$ cat src/rtl/rpab_pkg.sv
package rpab_pkg;

    localparam int unsigned PIX_W     = 16;
    localparam int unsigned WORD_W    = 32;
    localparam int unsigned ALPHA_W   = 8;
    localparam int unsigned WEIGHT_W  = 5;
    localparam int unsigned CFG_IDX_W = 8;
    localparam int unsigned CFG_DAT_W = 16;

    // register indexes on the configuration channel
    localparam logic [CFG_IDX_W-1:0] CFG_COLOR_KEY   = 8'd0;
    localparam logic [CFG_IDX_W-1:0] CFG_ALPHA_LEVEL = 8'd1;

    localparam logic [ALPHA_W-1:0]  ALPHA_RESET = 8'd16;
    localparam logic [ALPHA_W-1:0]  ALPHA_MAX   = 8'd31;
    localparam logic [WEIGHT_W-1:0] WEIGHT_MIN  = 5'd1;
    localparam logic [WEIGHT_W-1:0] WEIGHT_MAX  = 5'd31;

    // one classified pixel pair on its way from front to back
    typedef struct packed {
        logic [WORD_W-1:0]   sprite;
        logic [WORD_W-1:0]   background;
        logic [1:0]          keyed;     // bit 1 upper pixel, bit 0 lower pixel
        logic [WEIGHT_W-1:0] weight;    // clamped background weight
    } t_work;

endpackage

$ cat src/rtl/rpab_front.sv
module rpab_front (
    input  logic                           i_clk,
    input  logic                           i_rst_n,
    input  logic                           push,
    output logic                           full,
    input  logic [rpab_pkg::WORD_W-1:0]    i_sprite_word,
    input  logic [rpab_pkg::WORD_W-1:0]    i_background_word,
    input  logic                           i_cfg_valid,
    output logic                           o_cfg_ready,
    input  logic [rpab_pkg::CFG_IDX_W-1:0] i_cfg_index,
    input  logic [rpab_pkg::CFG_DAT_W-1:0] i_cfg_data,
    input  logic                           i_q_full,
    output logic                           o_q_wr_en,
    output rpab_pkg::t_work                o_q_wr_data
);
    import rpab_pkg::*;

    logic [PIX_W-1:0]    r_color_key;
    logic [ALPHA_W-1:0]  r_alpha_level;
    logic [WEIGHT_W-1:0] weight;

    assign o_cfg_ready = 1'b1;

    always_ff @(posedge i_clk) begin
        if (!i_rst_n) begin
            r_color_key   <= '0;
            r_alpha_level <= ALPHA_RESET;
        end else if (i_cfg_valid && o_cfg_ready) begin
            if (i_cfg_index == CFG_COLOR_KEY) begin
                r_color_key <= i_cfg_data;
            end else if (i_cfg_index == CFG_ALPHA_LEVEL) begin
                r_alpha_level <= i_cfg_data[ALPHA_W-1:0];
            end
        end
    end

    // clamp weight to 1..31
    always_comb begin
        priority if (r_alpha_level == '0) begin
            weight = WEIGHT_MIN;
        end else if (r_alpha_level > ALPHA_MAX) begin
            weight = WEIGHT_MAX;
        end else begin
            weight = r_alpha_level[WEIGHT_W-1:0];
        end
    end

    assign full      = i_q_full;
    assign o_q_wr_en = push && !i_q_full;

    always_comb begin
        o_q_wr_data.sprite     = i_sprite_word;
        o_q_wr_data.background = i_background_word;
        o_q_wr_data.keyed[1]   = (i_sprite_word[WORD_W-1:PIX_W] == r_color_key);
        o_q_wr_data.keyed[0]   = (i_sprite_word[PIX_W-1:0] == r_color_key);
        o_q_wr_data.weight     = weight;
    end

endmodule

$ cat src/rtl/rpab_queue.sv
module rpab_queue (
    input  logic            i_clk,
    input  logic            i_rst_n,
    input  logic            i_wr_en,
    input  rpab_pkg::t_work i_wr_data,
    output logic            o_full,
    input  logic            i_rd_en,
    output rpab_pkg::t_work o_rd_data,
    output logic            o_empty
);
    import rpab_pkg::*;

    t_work      r_mem [4];
    logic [1:0] r_wptr, n_wptr;
    logic [1:0] r_rptr, n_rptr;
    logic [2:0] r_count, n_count;

    assign o_full    = (r_count == 3'd4);
    assign o_empty   = (r_count == 3'd0);
    assign o_rd_data = r_mem[r_rptr];

    always_comb begin
        n_wptr  = r_wptr + 2'(i_wr_en);
        n_rptr  = r_rptr + 2'(i_rd_en);
        n_count = r_count + 3'(i_wr_en) - 3'(i_rd_en);
    end

    always_ff @(posedge i_clk) begin
        if (!i_rst_n) begin
            r_wptr  <= '0;
            r_rptr  <= '0;
            r_count <= '0;
        end else begin
            r_wptr  <= n_wptr;
            r_rptr  <= n_rptr;
            r_count <= n_count;
        end
    end

    always_ff @(posedge i_clk) begin
        if (i_wr_en) begin
            r_mem[r_wptr] <= i_wr_data;
        end
    end

endmodule

$ cat src/rtl/rpab_back.sv
module rpab_back (
    input  logic                        i_clk,
    input  logic                        i_rst_n,
    input  rpab_pkg::t_work             i_q_rd_data,
    input  logic                        i_q_empty,
    output logic                        o_q_rd_en,
    output logic                        empty,
    input  logic                        pop,
    output logic [rpab_pkg::WORD_W-1:0] o_blended_word
);
    import rpab_pkg::*;

    function automatic logic [4:0] blend5(logic [4:0] s, logic [4:0] b, logic [4:0] a);
        logic [5:0] ws;
        logic [9:0] ps;
        logic [9:0] pb;
        logic [5:0] sum;
        ws  = 6'd32 - {1'b0, a};
        ps  = 10'({5'b0, s} * {4'b0, ws});
        pb  = 10'({5'b0, b} * {5'b0, a});
        sum = {1'b0, ps[9:5]} + {1'b0, pb[9:5]};
        return sum[4:0];
    endfunction

    function automatic logic [5:0] blend6(logic [5:0] s, logic [5:0] b, logic [4:0] a);
        logic [5:0]  ws;
        logic [10:0] ps;
        logic [10:0] pb;
        logic [6:0]  sum;
        ws  = 6'd32 - {1'b0, a};
        ps  = 11'({5'b0, s} * {5'b0, ws});
        pb  = 11'({5'b0, b} * {6'b0, a});
        sum = {1'b0, ps[10:5]} + {1'b0, pb[10:5]};
        return sum[5:0];
    endfunction

    function automatic logic [15:0] blend_pixel(logic [15:0] s, logic [15:0] b,
                                                logic [4:0] a);
        return {blend5(s[15:11], b[15:11], a),
                blend6(s[10:5], b[10:5], a),
                blend5(s[4:0], b[4:0], a)};
    endfunction

    logic [WORD_W-1:0] result;
    logic [WORD_W-1:0] r_out [2];
    logic              r_wptr, r_rptr;
    logic [1:0]        r_count, n_count;
    logic              out_wr, out_rd;

    // keyed halves carry the sprite pixel, which equals the key
    always_comb begin
        result[WORD_W-1:PIX_W] = i_q_rd_data.keyed[1]
            ? i_q_rd_data.sprite[WORD_W-1:PIX_W]
            : blend_pixel(i_q_rd_data.sprite[WORD_W-1:PIX_W],
                          i_q_rd_data.background[WORD_W-1:PIX_W], i_q_rd_data.weight);
        result[PIX_W-1:0] = i_q_rd_data.keyed[0]
            ? i_q_rd_data.sprite[PIX_W-1:0]
            : blend_pixel(i_q_rd_data.sprite[PIX_W-1:0],
                          i_q_rd_data.background[PIX_W-1:0], i_q_rd_data.weight);
    end

    assign out_wr         = !i_q_empty && (r_count != 2'd2);
    assign out_rd         = pop && !empty;
    assign o_q_rd_en      = out_wr;
    assign empty          = (r_count == 2'd0);
    assign o_blended_word = r_out[r_rptr];
    assign n_count        = r_count + 2'(out_wr) - 2'(out_rd);

    always_ff @(posedge i_clk) begin
        if (!i_rst_n) begin
            r_wptr  <= 1'b0;
            r_rptr  <= 1'b0;
            r_count <= '0;
        end else begin
            r_wptr  <= r_wptr ^ out_wr;
            r_rptr  <= r_rptr ^ out_rd;
            r_count <= n_count;
        end
    end

    always_ff @(posedge i_clk) begin
        if (out_wr) begin
            r_out[r_wptr] <= result;
        end
    end

endmodule

$ cat src/rtl/rgb565_pair_alpha_blend_keyed_unit.sv
// rgb565 pixel-pair alpha blend with color key
//
// input channel: push / full with i_sprite_word and i_background_word, each
//   two rgb565 pixels (upper pixel in bits 31:16); a request is taken when
//   push is high and full is low
// result channel: empty / pop with o_blended_word; the oldest result sits on
//   o_blended_word while empty is low and leaves when pop is high
// config channel: i_cfg_valid / o_cfg_ready (always ready), i_cfg_index 0
//   writes the color key, 1 writes the alpha level; other indexes are ignored
// path: an accepted request is written into the middle queue, then blended
//   into the result buffer, from where it shows on the result side
// throughput: one request per cycle while the result side drains, set by the
//   single blend stage in the back end which finishes a word each cycle
// reset (synchronous, active low): both queues empty, key 0, alpha 16
// stall: when pop is held low the two-entry result buffer and the four-entry
//   middle queue fill up, then full rises; nothing is dropped
module rgb565_pair_alpha_blend_keyed_unit (
    input  logic                           i_clk,
    input  logic                           i_rst_n,
    input  logic                           push,
    output logic                           full,
    input  logic [rpab_pkg::WORD_W-1:0]    i_sprite_word,
    input  logic [rpab_pkg::WORD_W-1:0]    i_background_word,
    output logic                           empty,
    input  logic                           pop,
    output logic [rpab_pkg::WORD_W-1:0]    o_blended_word,
    input  logic                           i_cfg_valid,
    output logic                           o_cfg_ready,
    input  logic [rpab_pkg::CFG_IDX_W-1:0] i_cfg_index,
    input  logic [rpab_pkg::CFG_DAT_W-1:0] i_cfg_data
);
    import rpab_pkg::*;

    // front to queue
    logic  q_wr_en;
    t_work q_wr_data;
    logic  q_full;
    // queue to back
    logic  q_rd_en;
    t_work q_rd_data;
    logic  q_empty;

    // front: config registers, key match per half, weight clamp
    rpab_front u_front (
        .i_clk             (i_clk),
        .i_rst_n           (i_rst_n),
        .push              (push),
        .full              (full),
        .i_sprite_word     (i_sprite_word),
        .i_background_word (i_background_word),
        .i_cfg_valid       (i_cfg_valid),
        .o_cfg_ready       (o_cfg_ready),
        .i_cfg_index       (i_cfg_index),
        .i_cfg_data        (i_cfg_data),
        .i_q_full          (q_full),
        .o_q_wr_en         (q_wr_en),
        .o_q_wr_data       (q_wr_data)
    );

    // decoupling queue between classification and blend
    rpab_queue u_queue (
        .i_clk     (i_clk),
        .i_rst_n   (i_rst_n),
        .i_wr_en   (q_wr_en),
        .i_wr_data (q_wr_data),
        .o_full    (q_full),
        .i_rd_en   (q_rd_en),
        .o_rd_data (q_rd_data),
        .o_empty   (q_empty)
    );

    // back: per-channel blend into a small result buffer
    rpab_back u_back (
        .i_clk          (i_clk),
        .i_rst_n        (i_rst_n),
        .i_q_rd_data    (q_rd_data),
        .i_q_empty      (q_empty),
        .o_q_rd_en      (q_rd_en),
        .empty          (empty),
        .pop            (pop),
        .o_blended_word (o_blended_word)
    );

endmodule
$ cat config.mk
export PLATFORM = sky130hd
export DESIGN_NAME = rgb565_pair_alpha_blend_keyed_unit
export DESIGN_NICKNAME = d
export VERILOG_FILES = /design/src/rtl/rpab_pkg.sv /design/src/rtl/rpab_front.sv /design/src/rtl/rpab_queue.sv /design/src/rtl/rpab_back.sv /design/src/rtl/rgb565_pair_alpha_blend_keyed_unit.sv
export SDC_FILE = /design/constraint.sdc
export NUM_CORES = 1
export LEC_CHECK = 0
export ABC_AREA = 0
export BUFFER_PORTS_ARGS = -buffer_cell sky130_fd_sc_hd__buf_2
export CORE_MARGIN = 8
export CORE_UTILIZATION = 60
export DETAILED_ROUTE_END_ITERATION = 6
export PLACE_DENSITY = 0.83
export SLEW_MARGIN = 0
export SYNTH_ARGS = -nofsm -noshare
export SYNTH_HDL_FRONTEND = slang
export SYNTH_SLANG_ARGS = --single-unit
$ cat constraint.sdc
create_clock -name i_clk -period 16.2 [get_ports i_clk]
set_input_delay 1.62 -clock i_clk [delete_from_list [all_inputs] [get_ports i_clk]]
set_output_delay 1.62 -clock i_clk [all_outputs]
set_load 0.05 [all_outputs]
==> results.cfg <==
[floorplanning]
die-area_um2 = 49000
rows = 75
fp.dieH_um = 221
core_um2 = 41800
initial_core_util = 0.606
ios = 128
die_x_um = 221

[global_route]
grt_overflow = 0
globalRouteMet1Util = 0.303
use_met3 = 0.0512
antenna_found_initial = 4
grt_max_degree = 64
grt.busiest_layer = met2
use_met2 = 0.400
track_usage = 0.238
grt_pass1_vias = 17100
grt_pass1_wl_mm = 92.6

[drt]
avgRoutedWirePerCell_um = 21.2
num_vias = 16100
drc = 0
drt_iter0_drc = 1392
vias_per_cell = 5.86
wirelength_mm = 58.4
drt_pass1_iterations = 5
ant_nets = 0

[setup_path]
critPathArrivalTime_ns = 9.18
path_class = reg -> reg
crit_start = u_queue.r_rptr[0]$_SDFF_PN0_
critPathSlowestCell = buf_4
endpoint_kind = flop
required_ns = 16.60
reg2reg_slack_ns = 7.42
critical_path.max_fanout = 49
cp_slowest_stage_delay_ns = 0.83
timing.rr.start = u_queue.r_rptr[0]$_SDFF_PN0_
reg2reg_to = u_back.r_out[0][4]$_DFFE_PP_
worst-path-buf-inv = 4
crit_family = adder cells
start_kind = flop
ff2ff_path_depth = 25

[timing]
timing.hold.ws_ns = 0.524
hold_viol_final = 0
maxSlewHeadroom = 0.278
skew_ns = 0.0135
min_period_over_period = 0.542
drv_slew = 0
fin_crit_ns = 8.78
fmax_mhz = 114
timing_worst_slew_pin_value_ns = 1.08
setup_viol = 0
tns_ns = 0
rsz0062_at_grt = false

[worst_hold_path]
hold_depth = 2
worstHoldStart = u_front.r_alpha_level[6]$_SDFFE_PN0P_
min_to = u_front.r_alpha_level[6]$_SDFFE_PN0P_
holdCritPathClass = reg -> reg

[synth]
yosys_warnings = 0
netlist_instances = 2064
yosys_register_bits = 384
synthFlopType = edfxtp_1
syn_area_per_cell_um2 = 12.3
netlist_area_um2 = 25300
yosysSeqAreaShare = 0.441
syn_nets = 2517
synth_edf_count = 348
synthArstFlopShare = 0
synth_cell_types = 62

[final_layout]
seq_area_um2 = 11200
num-fill-cells = 2905
drive_above_1_share = 0.149
syn_to_final_growth_pct = 9.73
fin_nets = 2635
multiInputGateArea_um2 = 12900

[placed_design]
gp_congestion = 0.918
io_buffer_count = 126
hpwl_mm = 42.2

[clock_network]
cts_hold_buf = 0
cts_root_buf = clkbuf_16
cts_sinks = 384
cts-htree-levels = 2
cts_made_buffers = 39
tritoncts = yes
cts_setup_buffers = 0
cts_buffer_depth = 3
clkLatencyLatePin_ns = 0.56
clkTransAtPathRegs_ns = 0.07
post_cts_resized = 0

[flow_run]
maxCapViolCount = 0

[status]
status = completed
==> worst max path at each step <==
stage | endpoint | slack, ns | cells after the start
2_1_floorplan | u_queue.r_mem[0][0]$_DFFE_PP_ | 8.48 | 2
3_3_place_gp | u_back.r_out[0][4]$_DFFE_PP_ | 7.82 | 25
3_5_place_dp | u_back.r_out[0][4]$_DFFE_PP_ | 7.55 | 25
4_1_cts | u_back.r_out[0][4]$_DFFE_PP_ | 7.50 | 25
5_1_grt | u_back.r_out[0][15]$_DFFE_PP_ | 6.92 | 26
6_report | u_back.r_out[0][4]$_DFFE_PP_ | 7.42 | 25
==> state kept, by name, indices dropped and copies added (netlist names), named ones only <==
register / flops
u_queue.r_rptr: 2
u_queue.r_count: 3
u_back.r_rptr: 1
u_back.r_out: 64
u_queue.r_wptr: 2
u_front.r_color_key: 16
u_back.r_count: 2
u_front.r_alpha_level: 8
u_back.r_wptr: 1
u_queue.r_mem: 284
==> cells in the mapped netlist, types with 3 or more instances <==
library cell,instances,share of area
nor2b_1,41,0.010
mux4_2,64,0.057
fa_1,131,0.10
nand2_1,196,0.029
a31oi_1,5,0.0012
o21bai_1,9,0.0027
o21a_1,9,0.0027
buf_4,3,0.00089
mux2_2,46,0.020
o22ai_1,3,0.00074
nand2b_1,8,0.0020
xnor2_1,103,0.036
mux2i_1,41,0.016
buf_1,6,0.00089
and2_1,156,0.039
nand3_1,19,0.0038
o21ai_1,3,0.00059
a21oi_1,45,0.0089
ha_1,229,0.11
buf_2,10,0.0020
nand4_1,17,0.0042
and3_1,13,0.0032
a211oi_1,5,0.0015
nor3b_1,3,0.00089
edfxtp_1,348,0.41
or2_2,4,0.00099
a21o_1,13,0.0039
inv_1,255,0.038
o31a_1,3,0.0010
nand3b_1,4,0.0012
nor2_1,67,0.0099
nor4_1,5,0.0012
clkbuf_1,44,0.0065
nor3_1,17,0.0034
dfxtp_1,36,0.028
xor2_1,36,0.012
o21ai_0,34,0.0067
==> worst min-delay path, stage by stage, from the launching register on <==
cell     delay [ns]
dfxtp_1        0.32
mux2i_1        0.07
nor2b_1        0.09
==> per-stage QoR <==
| step | std cells | util | cell area [um2] | setup slack, ns |
|---|---|---|---|---|
| final | 2750 | 0.665 | 27800 | 7.42 |
| after global routing | 2750 | 0.665 | 27800 | 6.92 |
| after CTS | 2749 | 0.665 | 27800 | 7.50 |
| after detailed placement | 2680 | 0.634 | 26500 | 7.55 |
| after global placement | 2680 | 0.634 | 26500 | 7.82 |
| after floorplan | 2064 | - | 25300 | 8.48 |
==> final cells by class <==
cell class              instances  share of cell area
diodes                          1           0.0000901
well taps                     539              0.0243
repair buffers                142              0.0270
clock buffers                  55              0.0398
inverters                     255              0.0345
flip-flops and latches        384               0.403
multi-input cells            1360               0.466
clock inverters                14             0.00613
==> placed cells by master (no fill, tap or decap), types with 45 or more instances in the layout <==
cell type	Yosys	final
inv_1	255	255
fa_1	131	131
mux2_2	46	46
xnor2_1	103	102
and2_1	156	156
ha_1	229	229
mux4_2	64	64
a21oi_1	45	45
buf_2	10	126
nor2_1	67	64
edfxtp_1	348	348
nand2_1	196	196
==> cell families after synthesis <==
logic type,synth area share
AO/OA/AOI/OAI,0.0395
buffers and inverters,0.0490
flip-flops,0.441
adder cells (fa/ha/maj),0.217
XOR/XNOR,0.0481
multiplexers,0.0937
AND/OR/NAND/NOR,0.111
other,0.000148
==> metal layers <==
layer  vias up  wire length, um  share of wire
met2       620            28200           0.48
met1      8032            23600           0.40
met3       114             4480          0.077
li1       7344                -              -
met4         2             2080          0.036
met5         -               12        0.00021
Power is not shown: default switching activity piles up to over one toggle a cycle in this logic, so the estimate is an artifact.
